File: src/rtl/rlenc_pkg.sv
// ----------------------------------------------------------------------------
// Run-length encoder package
// Limits, buffer geometry and the types passed between the encoder's parts.
// ----------------------------------------------------------------------------
package rlenc_pkg;

   localparam int LITERAL_LIMIT = 120;
   localparam int REPEAT_LIMIT  = 127;
   localparam int LIT_DEPTH     = LITERAL_LIMIT - 1;

   localparam int CHUNK_BYTES   = 8;
   localparam int LANE_W        = $clog2(CHUNK_BYTES);
   localparam int CHUNK_CNT_W   = 4;

   localparam int LEN_W         = 7;
   localparam int BUF_AW        = 8;
   localparam int BUF_DEPTH     = 1 << BUF_AW;
   localparam int FILL_W        = BUF_AW + 1;

   localparam logic [7:0] LIT_FLAG  = 8'h80;
   localparam logic [7:0] TERM_BYTE = 8'hFF;

   typedef enum logic [1:0] {
      MODE_NONE,
      MODE_LIT,
      MODE_REP
   } run_mode_type;

   typedef enum logic [2:0] {
      ACT_OPEN,
      ACT_APPEND,
      ACT_TO_REPEAT,
      ACT_LIT_SPLIT,
      ACT_REP_EXTEND,
      ACT_REP_BREAK
   } act_type;

   typedef enum logic [1:0] {
      OP_NONE,
      OP_LIT,
      OP_REP
   } op_kind_type;

   typedef enum logic [2:0] {
      PH_IDLE,
      PH_A_HEAD,
      PH_A_BODY,
      PH_B_HEAD,
      PH_B_BODY,
      PH_TERM0,
      PH_TERM1
   } phase_type;

   // One run to send: a literal from the buffer, or a repeat count and byte
   typedef struct packed {
      op_kind_type        kind;
      logic [BUF_AW-1:0]  ptr;
      logic [LEN_W-1:0]   len;
      logic [7:0]         value;
   } op_type;

   typedef struct packed {
      op_type  op_a;
      op_type  op_b;
      logic    term;
   } cmd_type;

   typedef struct packed {
      logic               en;
      logic [BUF_AW-1:0]  addr;
      logic [7:0]         data;
   } buf_wr_type;

   typedef struct packed {
      logic [8*CHUNK_BYTES-1:0]  bytes;
      logic [CHUNK_CNT_W-1:0]    count;
      logic                      step_done;
      logic                      stream_done;
   } chunk_type;

endpackage

File: src/rtl/rlenc_fifo.sv
// ----------------------------------------------------------------------------
// Encoder queue
// Small first-in first-out queue of register entries, head shown combinationally.
// ----------------------------------------------------------------------------
module rlenc_fifo #(
   parameter type ENTRY_TYPE = logic,
   parameter int  DEPTH      = 2
) (
   input  logic       clock,
   input  logic       reset,
   input  logic       push,
   input  ENTRY_TYPE  push_data,
   input  logic       pop,
   output ENTRY_TYPE  head,
   output logic       empty,
   output logic       full
);

   localparam int PTR_W = $clog2(DEPTH);
   localparam int CNT_W = $clog2(DEPTH + 1);

   ENTRY_TYPE          entries_ff [DEPTH];
   logic [PTR_W-1:0]   wr_ptr_ff, wr_ptr_in;
   logic [PTR_W-1:0]   rd_ptr_ff, rd_ptr_in;
   logic [CNT_W-1:0]   count_ff, count_in;

   always_comb begin
      wr_ptr_in = wr_ptr_ff;
      rd_ptr_in = rd_ptr_ff;
      count_in  = count_ff;
      if (push) begin
         wr_ptr_in = (wr_ptr_ff == PTR_W'(DEPTH - 1)) ? '0 : wr_ptr_ff + 1'b1;
      end
      if (pop) begin
         rd_ptr_in = (rd_ptr_ff == PTR_W'(DEPTH - 1)) ? '0 : rd_ptr_ff + 1'b1;
      end
      if (push && !pop) begin
         count_in = count_ff + 1'b1;
      end else if (pop && !push) begin
         count_in = count_ff - 1'b1;
      end
   end

   always_ff @(posedge clock) begin
      if (reset) begin
         wr_ptr_ff <= '0;
         rd_ptr_ff <= '0;
         count_ff  <= '0;
      end else begin
         wr_ptr_ff <= wr_ptr_in;
         rd_ptr_ff <= rd_ptr_in;
         count_ff  <= count_in;
      end
   end

   always_ff @(posedge clock) begin
      if (push) begin
         entries_ff[wr_ptr_ff] <= push_data;
      end
   end

   assign head  = entries_ff[rd_ptr_ff];
   assign empty = (count_ff == '0);
   assign full  = (count_ff == CNT_W'(DEPTH));

endmodule

File: src/rtl/rlenc_front.sv
// ----------------------------------------------------------------------------
// Encoder front end
// Classifies each byte against the open run and issues send commands.
// ----------------------------------------------------------------------------
module rlenc_front (
   input  logic                  clock,
   input  logic                  reset,
   input  logic                  req_push,
   input  logic [7:0]            req_data_byte,
   input  logic                  req_end_of_input,
   input  logic                  cmdq_full,
   input  logic                  buf_free,
   output logic                  full,
   output logic                  cmd_push,
   output rlenc_pkg::cmd_type    cmd,
   output rlenc_pkg::buf_wr_type buf_wr
);
   import rlenc_pkg::*;

   run_mode_type       mode_ff, mode_in;
   logic [LEN_W-1:0]   lit_len_ff, lit_len_in;
   logic [BUF_AW-1:0]  lit_start_ff, lit_start_in;
   logic [7:0]         lit_tail_ff, lit_tail_in;
   logic [7:0]         rep_value_ff, rep_value_in;
   logic [LEN_W-1:0]   rep_len_ff, rep_len_in;
   logic [BUF_AW-1:0]  wr_ptr_ff, wr_ptr_in;
   logic [FILL_W-1:0]  fill_ff, fill_in;

   logic     accept;
   act_type  action;
   logic     wr_en;
   logic     rewind;

   assign full   = cmdq_full || (fill_ff == FILL_W'(BUF_DEPTH));
   assign accept = req_push && !full;

   // classify the byte
   always_comb begin
      case (mode_ff)
         MODE_LIT: begin
            if (req_data_byte == lit_tail_ff) begin
               action = ACT_TO_REPEAT;
            end else if (lit_len_ff >= LEN_W'(LIT_DEPTH)) begin
               action = ACT_LIT_SPLIT;
            end else begin
               action = ACT_APPEND;
            end
         end
         MODE_REP: begin
            if (req_data_byte == rep_value_ff && rep_len_ff < LEN_W'(REPEAT_LIMIT)) begin
               action = ACT_REP_EXTEND;
            end else begin
               action = ACT_REP_BREAK;
            end
         end
         default: begin
            action = ACT_OPEN;
         end
      endcase
   end

   // the tail byte leaves the literal: take back its buffer slot
   assign rewind = accept && (action == ACT_TO_REPEAT);
   assign wr_en  = accept && (action != ACT_TO_REPEAT) && (action != ACT_REP_EXTEND);

   // run state
   always_comb begin
      mode_in      = mode_ff;
      lit_len_in   = lit_len_ff;
      lit_start_in = lit_start_ff;
      lit_tail_in  = lit_tail_ff;
      rep_value_in = rep_value_ff;
      rep_len_in   = rep_len_ff;
      wr_ptr_in    = wr_ptr_ff;
      if (accept) begin
         case (action)
            ACT_TO_REPEAT: begin
               mode_in      = MODE_REP;
               rep_value_in = req_data_byte;
               rep_len_in   = LEN_W'(2);
               lit_len_in   = '0;
               wr_ptr_in    = wr_ptr_ff - 1'b1;
            end
            ACT_APPEND: begin
               lit_len_in  = lit_len_ff + 1'b1;
               lit_tail_in = req_data_byte;
               wr_ptr_in   = wr_ptr_ff + 1'b1;
            end
            ACT_REP_EXTEND: begin
               rep_len_in = rep_len_ff + 1'b1;
            end
            default: begin
               mode_in      = MODE_LIT;
               lit_start_in = wr_ptr_ff;
               lit_len_in   = LEN_W'(1);
               lit_tail_in  = req_data_byte;
               wr_ptr_in    = wr_ptr_ff + 1'b1;
            end
         endcase
         if (req_end_of_input) begin
            mode_in    = MODE_NONE;
            lit_len_in = '0;
            rep_len_in = '0;
         end
      end
      fill_in = fill_ff + FILL_W'(wr_en) - FILL_W'(buf_free) - FILL_W'(rewind);
   end

   // send commands
   always_comb begin
      cmd = '0;
      case (action)
         ACT_TO_REPEAT: begin
            if (lit_len_ff > LEN_W'(1)) begin
               cmd.op_a.kind = OP_LIT;
               cmd.op_a.ptr  = lit_start_ff;
               cmd.op_a.len  = lit_len_ff - 1'b1;
            end
            cmd.op_b.kind  = OP_REP;
            cmd.op_b.len   = LEN_W'(2);
            cmd.op_b.value = req_data_byte;
         end
         ACT_APPEND: begin
            cmd.op_b.kind = OP_LIT;
            cmd.op_b.ptr  = lit_start_ff;
            cmd.op_b.len  = lit_len_ff + 1'b1;
         end
         ACT_LIT_SPLIT: begin
            cmd.op_a.kind = OP_LIT;
            cmd.op_a.ptr  = lit_start_ff;
            cmd.op_a.len  = lit_len_ff;
            cmd.op_b.kind = OP_LIT;
            cmd.op_b.ptr  = wr_ptr_ff;
            cmd.op_b.len  = LEN_W'(1);
         end
         ACT_REP_EXTEND: begin
            cmd.op_b.kind  = OP_REP;
            cmd.op_b.len   = rep_len_ff + 1'b1;
            cmd.op_b.value = rep_value_ff;
         end
         ACT_REP_BREAK: begin
            cmd.op_a.kind  = OP_REP;
            cmd.op_a.len   = rep_len_ff;
            cmd.op_a.value = rep_value_ff;
            cmd.op_b.kind  = OP_LIT;
            cmd.op_b.ptr   = wr_ptr_ff;
            cmd.op_b.len   = LEN_W'(1);
         end
         default: begin
            cmd.op_b.kind = OP_LIT;
            cmd.op_b.ptr  = wr_ptr_ff;
            cmd.op_b.len  = LEN_W'(1);
         end
      endcase
      // the closing run is sent only at end of stream
      if (!req_end_of_input) begin
         cmd.op_b = '0;
      end
      cmd.term = req_end_of_input;
   end

   assign cmd_push = accept && (cmd.op_a.kind != OP_NONE || req_end_of_input);

   assign buf_wr.en   = wr_en;
   assign buf_wr.addr = wr_ptr_ff;
   assign buf_wr.data = req_data_byte;

   always_ff @(posedge clock) begin
      if (reset) begin
         mode_ff    <= MODE_NONE;
         lit_len_ff <= '0;
         rep_len_ff <= '0;
         wr_ptr_ff  <= '0;
         fill_ff    <= '0;
      end else begin
         mode_ff    <= mode_in;
         lit_len_ff <= lit_len_in;
         rep_len_ff <= rep_len_in;
         wr_ptr_ff  <= wr_ptr_in;
         fill_ff    <= fill_in;
      end
   end

   always_ff @(posedge clock) begin
      lit_start_ff <= lit_start_in;
      lit_tail_ff  <= lit_tail_in;
      rep_value_ff <= rep_value_in;
   end

endmodule

File: src/rtl/rlenc_back.sv
// ----------------------------------------------------------------------------
// Encoder back end
// Literal buffer; walks commands a byte a cycle unless chunk_full; packs chunks.
// ----------------------------------------------------------------------------
module rlenc_back (
   input  logic                  clock,
   input  logic                  reset,
   input  rlenc_pkg::cmd_type    cmdq_head,
   input  logic                  cmdq_empty,
   output logic                  cmdq_pop,
   input  rlenc_pkg::buf_wr_type buf_wr,
   output logic                  buf_free,
   output logic                  chunk_push,
   output rlenc_pkg::chunk_type  chunk,
   input  logic                  chunk_full
);
   import rlenc_pkg::*;

   logic [7:0]           lit_buf [BUF_DEPTH];
   logic [7:0]           rd_data_ff;

   phase_type            phase_ff, phase_in;
   logic [LEN_W-1:0]     cnt_ff, cnt_in;
   cmd_type              cmd_ff;

   logic [8*CHUNK_BYTES-1:0]  acc_word_ff, acc_word_in;
   logic [LANE_W-1:0]         acc_cnt_ff, acc_cnt_in;

   op_type               op_cur;
   op_type               op_nxt;
   logic [LEN_W-1:0]     body_len;
   logic                 body_more;
   phase_type            after_a, after_b, first_phase;
   phase_type            seq_next;
   logic [LEN_W-1:0]     cnt_seq;
   logic                 byte_valid;
   logic [7:0]           byte_out;
   logic                 adv;
   logic                 cmd_end;
   logic                 load;
   logic                 rd_en;
   logic [BUF_AW-1:0]    rd_addr;
   logic [8*CHUNK_BYTES-1:0]  word;

   assign op_cur    = (phase_ff == PH_A_HEAD || phase_ff == PH_A_BODY) ? cmd_ff.op_a
                                                                       : cmd_ff.op_b;
   assign body_len  = (op_cur.kind == OP_LIT) ? op_cur.len : LEN_W'(1);
   assign body_more = ({1'b0, cnt_ff} + 1'b1) < {1'b0, body_len};

   assign after_b = cmd_ff.term ? PH_TERM0 : PH_IDLE;
   assign after_a = (cmd_ff.op_b.kind != OP_NONE) ? PH_B_HEAD : after_b;
   assign first_phase = (cmdq_head.op_a.kind != OP_NONE) ? PH_A_HEAD :
                        (cmdq_head.op_b.kind != OP_NONE) ? PH_B_HEAD : PH_TERM0;

   // next state
   always_comb begin
      seq_next = PH_IDLE;
      cnt_seq  = '0;
      case (phase_ff)
         PH_A_HEAD: seq_next = PH_A_BODY;
         PH_A_BODY: begin
            if (body_more) begin
               seq_next = PH_A_BODY;
               cnt_seq  = cnt_ff + 1'b1;
            end else begin
               seq_next = after_a;
            end
         end
         PH_B_HEAD: seq_next = PH_B_BODY;
         PH_B_BODY: begin
            if (body_more) begin
               seq_next = PH_B_BODY;
               cnt_seq  = cnt_ff + 1'b1;
            end else begin
               seq_next = after_b;
            end
         end
         PH_TERM0: seq_next = PH_TERM1;
         default:  seq_next = PH_IDLE;
      endcase

      cmd_end = adv && (seq_next == PH_IDLE);
      load    = ((phase_ff == PH_IDLE) || cmd_end) && !cmdq_empty;

      phase_in = phase_ff;
      cnt_in   = cnt_ff;
      if (load) begin
         phase_in = first_phase;
         cnt_in   = '0;
      end else if (adv) begin
         phase_in = seq_next;
         cnt_in   = cnt_seq;
      end
   end

   // byte on the walk and buffer read for the byte after it
   always_comb begin
      byte_valid = (phase_ff != PH_IDLE);
      case (phase_ff)
         PH_A_HEAD, PH_B_HEAD: begin
            byte_out = (op_cur.kind == OP_LIT) ? (LIT_FLAG | {1'b0, op_cur.len})
                                               : {1'b0, op_cur.len};
         end
         PH_A_BODY, PH_B_BODY: begin
            byte_out = (op_cur.kind == OP_LIT) ? rd_data_ff : op_cur.value;
         end
         PH_TERM0, PH_TERM1: byte_out = TERM_BYTE;
         default:            byte_out = '0;
      endcase
   end

   assign adv     = byte_valid && !chunk_full;
   assign op_nxt  = (seq_next == PH_A_BODY) ? cmd_ff.op_a : cmd_ff.op_b;
   assign rd_en   = adv && (seq_next == PH_A_BODY || seq_next == PH_B_BODY)
                    && (op_nxt.kind == OP_LIT);
   assign rd_addr = op_nxt.ptr + BUF_AW'(cnt_seq);

   assign cmdq_pop = load;
   assign buf_free = rd_en;

   always_ff @(posedge clock) begin
      if (buf_wr.en) begin
         lit_buf[buf_wr.addr] <= buf_wr.data;
      end
   end

   always_ff @(posedge clock) begin
      if (rd_en) begin
         rd_data_ff <= lit_buf[rd_addr];
      end
   end

   // chunk packing
   always_comb begin
      for (int i = 0; i < CHUNK_BYTES; i++) begin
         word[8*i +: 8] = acc_word_ff[8*i +: 8]
                          | ((acc_cnt_ff == LANE_W'(i)) ? byte_out : 8'h00);
      end
      chunk_push        = adv && ((acc_cnt_ff == LANE_W'(CHUNK_BYTES - 1)) || cmd_end);
      chunk.bytes       = word;
      chunk.count       = CHUNK_CNT_W'(acc_cnt_ff) + CHUNK_CNT_W'(1);
      chunk.step_done   = cmd_end;
      chunk.stream_done = cmd_end && cmd_ff.term;

      acc_word_in = acc_word_ff;
      acc_cnt_in  = acc_cnt_ff;
      if (chunk_push) begin
         acc_word_in = '0;
         acc_cnt_in  = '0;
      end else if (adv) begin
         acc_word_in = word;
         acc_cnt_in  = acc_cnt_ff + 1'b1;
      end
   end

   always_ff @(posedge clock) begin
      if (reset) begin
         phase_ff    <= PH_IDLE;
         cnt_ff      <= '0;
         acc_word_ff <= '0;
         acc_cnt_ff  <= '0;
      end else begin
         phase_ff    <= phase_in;
         cnt_ff      <= cnt_in;
         acc_word_ff <= acc_word_in;
         acc_cnt_ff  <= acc_cnt_in;
      end
   end

   always_ff @(posedge clock) begin
      if (load) begin
         cmd_ff <= cmdq_head;
      end
   end

endmodule

File: src/rtl/rle_literal_repeat_encoder_unit.sv
// ----------------------------------------------------------------------------
// Literal/repeat run-length encoder
// Throughput: one request a cycle while the literal buffer and command queue
//   have room; the back end sends one encoded byte a cycle while the result
//   queue has room.
// Reset: synchronous; empties both queues and closes any open run.
// ----------------------------------------------------------------------------
module rle_literal_repeat_encoder_unit #(
   parameter int CMD_DEPTH = 4,
   parameter int RSP_DEPTH = 2
) (
   input  logic         clock,
   input  logic         reset,

   input  logic         req_push,
   output logic         req_full,
   input  logic [7:0]   req_data_byte,
   input  logic         req_end_of_input,

   output logic         rsp_empty,
   input  logic         rsp_pop,
   output logic [63:0]  rsp_chunk_bytes,
   output logic [3:0]   rsp_chunk_count,
   output logic         rsp_step_done,
   output logic         rsp_stream_done
);
   import rlenc_pkg::*;

   // Front to back: one command per request that sends anything. Literal
   // bytes themselves go straight into the ring buffer in the back end; the
   // command only carries where a literal starts and how long it is.
   logic        cmd_push;
   cmd_type     cmd;
   logic        cmdq_full;
   logic        cmdq_empty;
   logic        cmdq_pop;
   cmd_type     cmdq_head;

   buf_wr_type  buf_wr;
   logic        buf_free;

   // Back end to result queue
   logic        chunk_push;
   chunk_type   chunk;
   logic        chunk_full;
   chunk_type   rsp_head;

   // Front end: tracks the open run, writes literal bytes into the buffer
   // and stalls the request side when the buffer or command queue is full.
   rlenc_front u_front (
      .clock            (clock),
      .reset            (reset),
      .req_push         (req_push),
      .req_data_byte    (req_data_byte),
      .req_end_of_input (req_end_of_input),
      .cmdq_full        (cmdq_full),
      .buf_free         (buf_free),
      .full             (req_full),
      .cmd_push         (cmd_push),
      .cmd              (cmd),
      .buf_wr           (buf_wr)
   );

   // Short queue that lets the front keep taking bytes during a long flush
   rlenc_fifo #(
      .ENTRY_TYPE (cmd_type),
      .DEPTH      (CMD_DEPTH)
   ) u_cmdq (
      .clock     (clock),
      .reset     (reset),
      .push      (cmd_push),
      .push_data (cmd),
      .pop       (cmdq_pop),
      .head      (cmdq_head),
      .empty     (cmdq_empty),
      .full      (cmdq_full)
   );

   // Back end: walks each command byte by byte and packs eight to a chunk
   rlenc_back u_back (
      .clock      (clock),
      .reset      (reset),
      .cmdq_head  (cmdq_head),
      .cmdq_empty (cmdq_empty),
      .cmdq_pop   (cmdq_pop),
      .buf_wr     (buf_wr),
      .buf_free   (buf_free),
      .chunk_push (chunk_push),
      .chunk      (chunk),
      .chunk_full (chunk_full)
   );

   // Result queue: holds finished chunks so the back end keeps going while
   // the consumer holds off popping
   rlenc_fifo #(
      .ENTRY_TYPE (chunk_type),
      .DEPTH      (RSP_DEPTH)
   ) u_rspq (
      .clock     (clock),
      .reset     (reset),
      .push      (chunk_push),
      .push_data (chunk),
      .pop       (rsp_pop && !rsp_empty),
      .head      (rsp_head),
      .empty     (rsp_empty),
      .full      (chunk_full)
   );

   assign rsp_chunk_bytes = rsp_head.bytes;
   assign rsp_chunk_count = rsp_head.count;
   assign rsp_step_done   = rsp_head.step_done;
   assign rsp_stream_done = rsp_head.stream_done;

   // The front only issues a command when the queue has room
   a_cmdq_no_overflow: assert property (@(posedge clock) disable iff (reset)
      cmd_push |-> !cmdq_full)
      else $error("command pushed into a full queue");

   // The back end holds its byte while the result queue is full
   a_rspq_no_overflow: assert property (@(posedge clock) disable iff (reset)
      chunk_push |-> !chunk_full)
      else $error("chunk pushed into a full result queue");

   // A stream ends only on the last chunk of its request
   a_stream_ends_step: assert property (@(posedge clock) disable iff (reset)
      (!rsp_empty && rsp_stream_done) |-> rsp_step_done)
      else $error("stream done without step done");

   // Every chunk shown carries one to eight bytes
   a_chunk_nonempty: assert property (@(posedge clock) disable iff (reset)
      !rsp_empty |-> (rsp_chunk_count != 4'd0 && rsp_chunk_count <= 4'd8))
      else $error("chunk byte count out of range");

endmodule

File: config.mk
export PLATFORM = sky130hd
export DESIGN_NAME = rle_literal_repeat_encoder_unit
export DESIGN_NICKNAME = d
export VERILOG_FILES = /design/src/rtl/rlenc_pkg.sv /design/src/rtl/rlenc_fifo.sv /design/src/rtl/rlenc_front.sv /design/src/rtl/rlenc_back.sv /design/src/rtl/rle_literal_repeat_encoder_unit.sv
export SDC_FILE = /design/constraint.sdc
export NUM_CORES = 2
export LEC_CHECK = 0
export BUFFER_PORTS_ARGS = -buffer_cell sky130_fd_sc_hd__buf_2
export CAP_MARGIN = 20
export CORE_ASPECT_RATIO = 1.4
export CORE_MARGIN = 10
export CORE_UTILIZATION = 50
export CTS_CLUSTER_DIAMETER = 100
export DETAILED_ROUTE_END_ITERATION = 10
export PLACE_DENSITY = 0.73
export SKIP_CTS_REPAIR_TIMING = 1
export SLEW_MARGIN = 5
export SYNTH_ARGS = -nofsm -noshare
export SYNTH_HDL_FRONTEND = slang
export SYNTH_SLANG_ARGS = --single-unit
File: constraint.sdc
create_clock -name clock -period 7.55 [get_ports clock]
set_input_delay 1.1325 -clock clock [delete_from_list [all_inputs] [get_ports clock]]
set_output_delay 1.1325 -clock clock [all_outputs]
set_load 0.02 [all_outputs]
==> impl_metrics.tcl <==
set metrics [dict create \
    status "finished clean" \
    final_max_slew_viol_count 0 \
    syn_avg_cell_area_um2 19.4 \
    area_growth_pct 11.3 \
    hold-path-cell-count 1 \
    period_share_pct 96.2 \
    cp_data_required_time_ns 8.12 \
    grt_pass1_vias 52200 \
    fin_hold_ws_ns 0.466 \
    use_met2_pct 36.8 \
    io_pins 85 \
    wl_per_cell_um 28.8 \
    pwr-share-comb_pct 48.9 \
    worst_pin_slew_ns 1.36 \
    drt_iter0_drc 5437 \
    ys_seq_elements 2599 \
    switchingPower_mw 20.4 \
    syn_inst 5306 \
    gp_congestion 0.845 \
    wl_um 240000 \
    synth-main-ff-cell "edfxtp_1" \
    grt_remaining_overflow 0 \
    synthesis.nets 5376 \
    cp-end-kind "flop" \
    clockPowerShare_pct 20.7 \
    clockBufferDepth 4 \
    ys_types 74 \
    min_path_type "reg -> reg" \
    rows 197 \
    drc 0 \
    ys_seq_area_share_pct 74.5 \
    r2r-start "u_back.phase_ff[0]" \
    die_x_um 404 \
    whs_endpoint "u_back.acc_word_ff[61]" \
    r2r_end "u_back.rd_data_ff[6]" \
    cp_max_fo 22 \
    rsz0062_at_grt "no" \
    leakage_nw 36.5 \
    preCtsSetupSlack_ns 0.351 \
    timing.fmax_ghz 0.138 \
    dr.pass1.iters 5 \
    top_usage_layer "met2" \
    synth_edf_count 2475 \
    met3_usage_pct 3.30 \
    netlist_area_um2 103000 \
    grt_pass1_wl_um 355000 \
    setup_tns_ns 0 \
    drive_above_1_share_pct 23.5 \
    critPathLaunchType "flop" \
    path_class "reg -> reg" \
    routed-via-count 51400 \
    antenna_found_initial 8 \
    fin_nets 5534 \
    hold_viol 0 \
    rr_worst_depth 25 \
    drtAntennaViolNets 0 \
    clockRootBuffer "clkbuf_16" \
    cts_tree "built" \
    max_cap_viol_count 0 \
    worstPathArrival_ns 7.84 \
    grt_max_degree 202 \
    cts_buffers 229 \
    numPortBuffers 84 \
    swShare_pct 36.6 \
    reg2reg_slack_ns 0.29 \
    clock_latency_ns 0.89 \
    min_period_ns 7.26 \
    setup_ws_ns 0.287 \
    htree_levels 4 \
    report.final.setup_viol 0 \
    start_util_pct 50.2 \
    die-area_um2 225000 \
    vdd_ir_drop_max_v 0.000450 \
    worst_clock_skew_ns 0.0588 \
    seqPwrFrac_pct 30.4 \
    clock_sinks 2599 \
    yosys_warnings 0 \
    vias_per_cell 6.17 \
    grt.met1_usage_pct 26.0 \
    die_h_um 557 \
    grt_util_all_layers_pct 21.0 \
    dp_hpwl_um 148000 \
    slew_headroom_pct 9.36 \
    async_flop_share_pct 0 \
    hold_start "u_back.acc_word_ff[61]" \
    core-area_um2 205000 \
    power.internal_mw 35.4 \
    powerDensity_nw_per_um2 487 \
    cts.clk_slew.worst_paths_ns 0.07 \
]
==> layer usage <==
metal,up-vias,routed length (um)
li1,21700,-
met1,26900,87400
met2,2184,125000
met3,518,16400
met4,14,11100
met5,-,103
==> logic make-up after synthesis <==
family	count (synthesis)	synth area share [%]
DFF	2599	74.5
muxes	844	15.4
and+or+nand+nor	815	3.59
AOI/OAI and AO/OA	547	3.62
buffers and inverters	375	1.56
adders and majority gates	64	0.797
xor gates and xnor gates	62	0.553
==> stage by stage <==
stage	area, um2	std cells	util [%]	total power [mW]
6_report	115000	8328	55.9	55.8
3_5_place_dp	107000	7915	52.3	44.6
2_1_floorplan	103000	5306	-	35.3
4_1_cts	115000	8320	55.8	56.2
5_1_grt	115000	8326	55.9	58.0
3_3_place_gp	107000	7915	52.3	44.4
==> cell usage after synthesis, types with 86 or more instances <==
| cell type | number | area [um2] |
|---|---|---|
| a211oi_1 | 129 | 968 |
| a21oi_1 | 169 | 846 |
| buf_2 | 102 | 510 |
| clkbuf_1 | 177 | 664 |
| dfxtp_1 | 124 | 2480 |
| edfxtp_1 | 2475 | 74300 |
| mux2_2 | 86 | 968 |
| mux2i_1 | 177 | 1770 |
| mux4_2 | 580 | 13100 |
| nand2_1 | 115 | 432 |
| nor2_1 | 416 | 1560 |
| nor2b_1 | 108 | 676 |
==> worst max path at each step <==
stage               slack [ns]          startpoint                       to
global placement          0.32  u_back.phase_ff[0]     u_back.rd_data_ff[6]
finish                    0.29  u_back.phase_ff[0]     u_back.rd_data_ff[6]
global route              0.02  u_back.phase_ff[0]     u_back.rd_data_ff[6]
floorplan                 0.69  u_back.phase_ff[0]  u_rspq.entries_ff[0][0]
CTS                       0.27  u_back.phase_ff[0]     u_back.rd_data_ff[2]
detailed placement        0.35  u_back.phase_ff[0]     u_back.rd_data_ff[5]
==> critical path: stages, from the launching register on <==
cell and delay, ns:
dfxtp_1 0.32, xnor2_1 0.17, nor2_2 0.20, mux2i_2 0.25, buf_4 0.27, nand2_1 0.10
ha_1 0.22, a211oi_1 0.32, nand2_1 0.14, o31ai_2 0.34, nor2_1 0.13, o2bb2ai_4 0.17
buf_4 0.20, mux2_2 0.38, fa_4 1.14, buf_12 0.24, buf_12 0.19, buf_12 0.17
mux4_2 0.29, nor2b_1 0.14, a211oi_1 0.24, a21oi_1 0.06, a21oi_1 0.35, o211ai_1 0.19
mux2i_1 0.46, o221ai_1 0.24
==> final cells by class <==
cell class	instances	area [um2]
Fill cell	14900	90600
Timing Repair Buffer	258	2240
Inverter	44	165
Multi-Input combinational cell	2332	24800
Antenna cell	4	10.0
Sequential cell	2599	76800
Clock inverter	130	1280
Clock buffer	275	6050
Tap cell	2686	3360
==> cells in the final DEF (no fill, tap or decap), types with 10 or more instances in the layout <==
cell	Yosys	routed
a221oi_1	16	16
a21oi_1	169	168
mux2_2	86	86
clkbuf_16	0	235
clkbuf_1	177	38
o211ai_1	16	16
mux2i_1	177	176
buf_2	102	77
edfxtp_1	2475	2475
a211oi_1	129	129
a31o_2	24	24
clkinvlp_4	0	12
o21ai_0	39	38
buf_12	0	33
clkinv_2	0	34
clkinv_1	0	49
bufinv_16	0	24
mux4_2	580	580
a21o_1	57	57
ha_1	52	51
nand3_1	62	53
nand4_1	10	10
a22oi_1	13	13
buf_4	12	138
nor3_1	18	17
dfxtp_1	124	121
nand2_1	115	114
nor2_1	416	415
xnor2_1	36	32
and2_1	40	35
xor2_1	24	22
inv_1	43	43
nor2b_1	108	107
==> power groups by stage <==
stage               combinational, mW  clock (mW)  sequential (mW)
floorplan                        18.2           0             17.1
global placement                 27.1           0             17.3
detailed placement               27.3           0             17.3
CTS                              27.5        11.7             17.0
global route                     28.8        12.2             17.0
finish                           27.3        11.6             17.0
==> state kept, by name, summed over array words and instances, names as in the netlist, 8 cells and up, named ones only <==
register              count
u_back.lit_buf         2048
u_front.lit_start_ff      8
u_front.fill_ff           9
u_back.cmd_ff            51
u_back.acc_word_ff       64
u_front.wr_ptr_ff         8
u_front.rep_value_ff      8
u_cmdq.entries_ff       204
u_rspq.entries_ff       140
u_back.rd_data_ff         8
u_front.lit_tail_ff       8
Power figures use the tool's default switching activity.
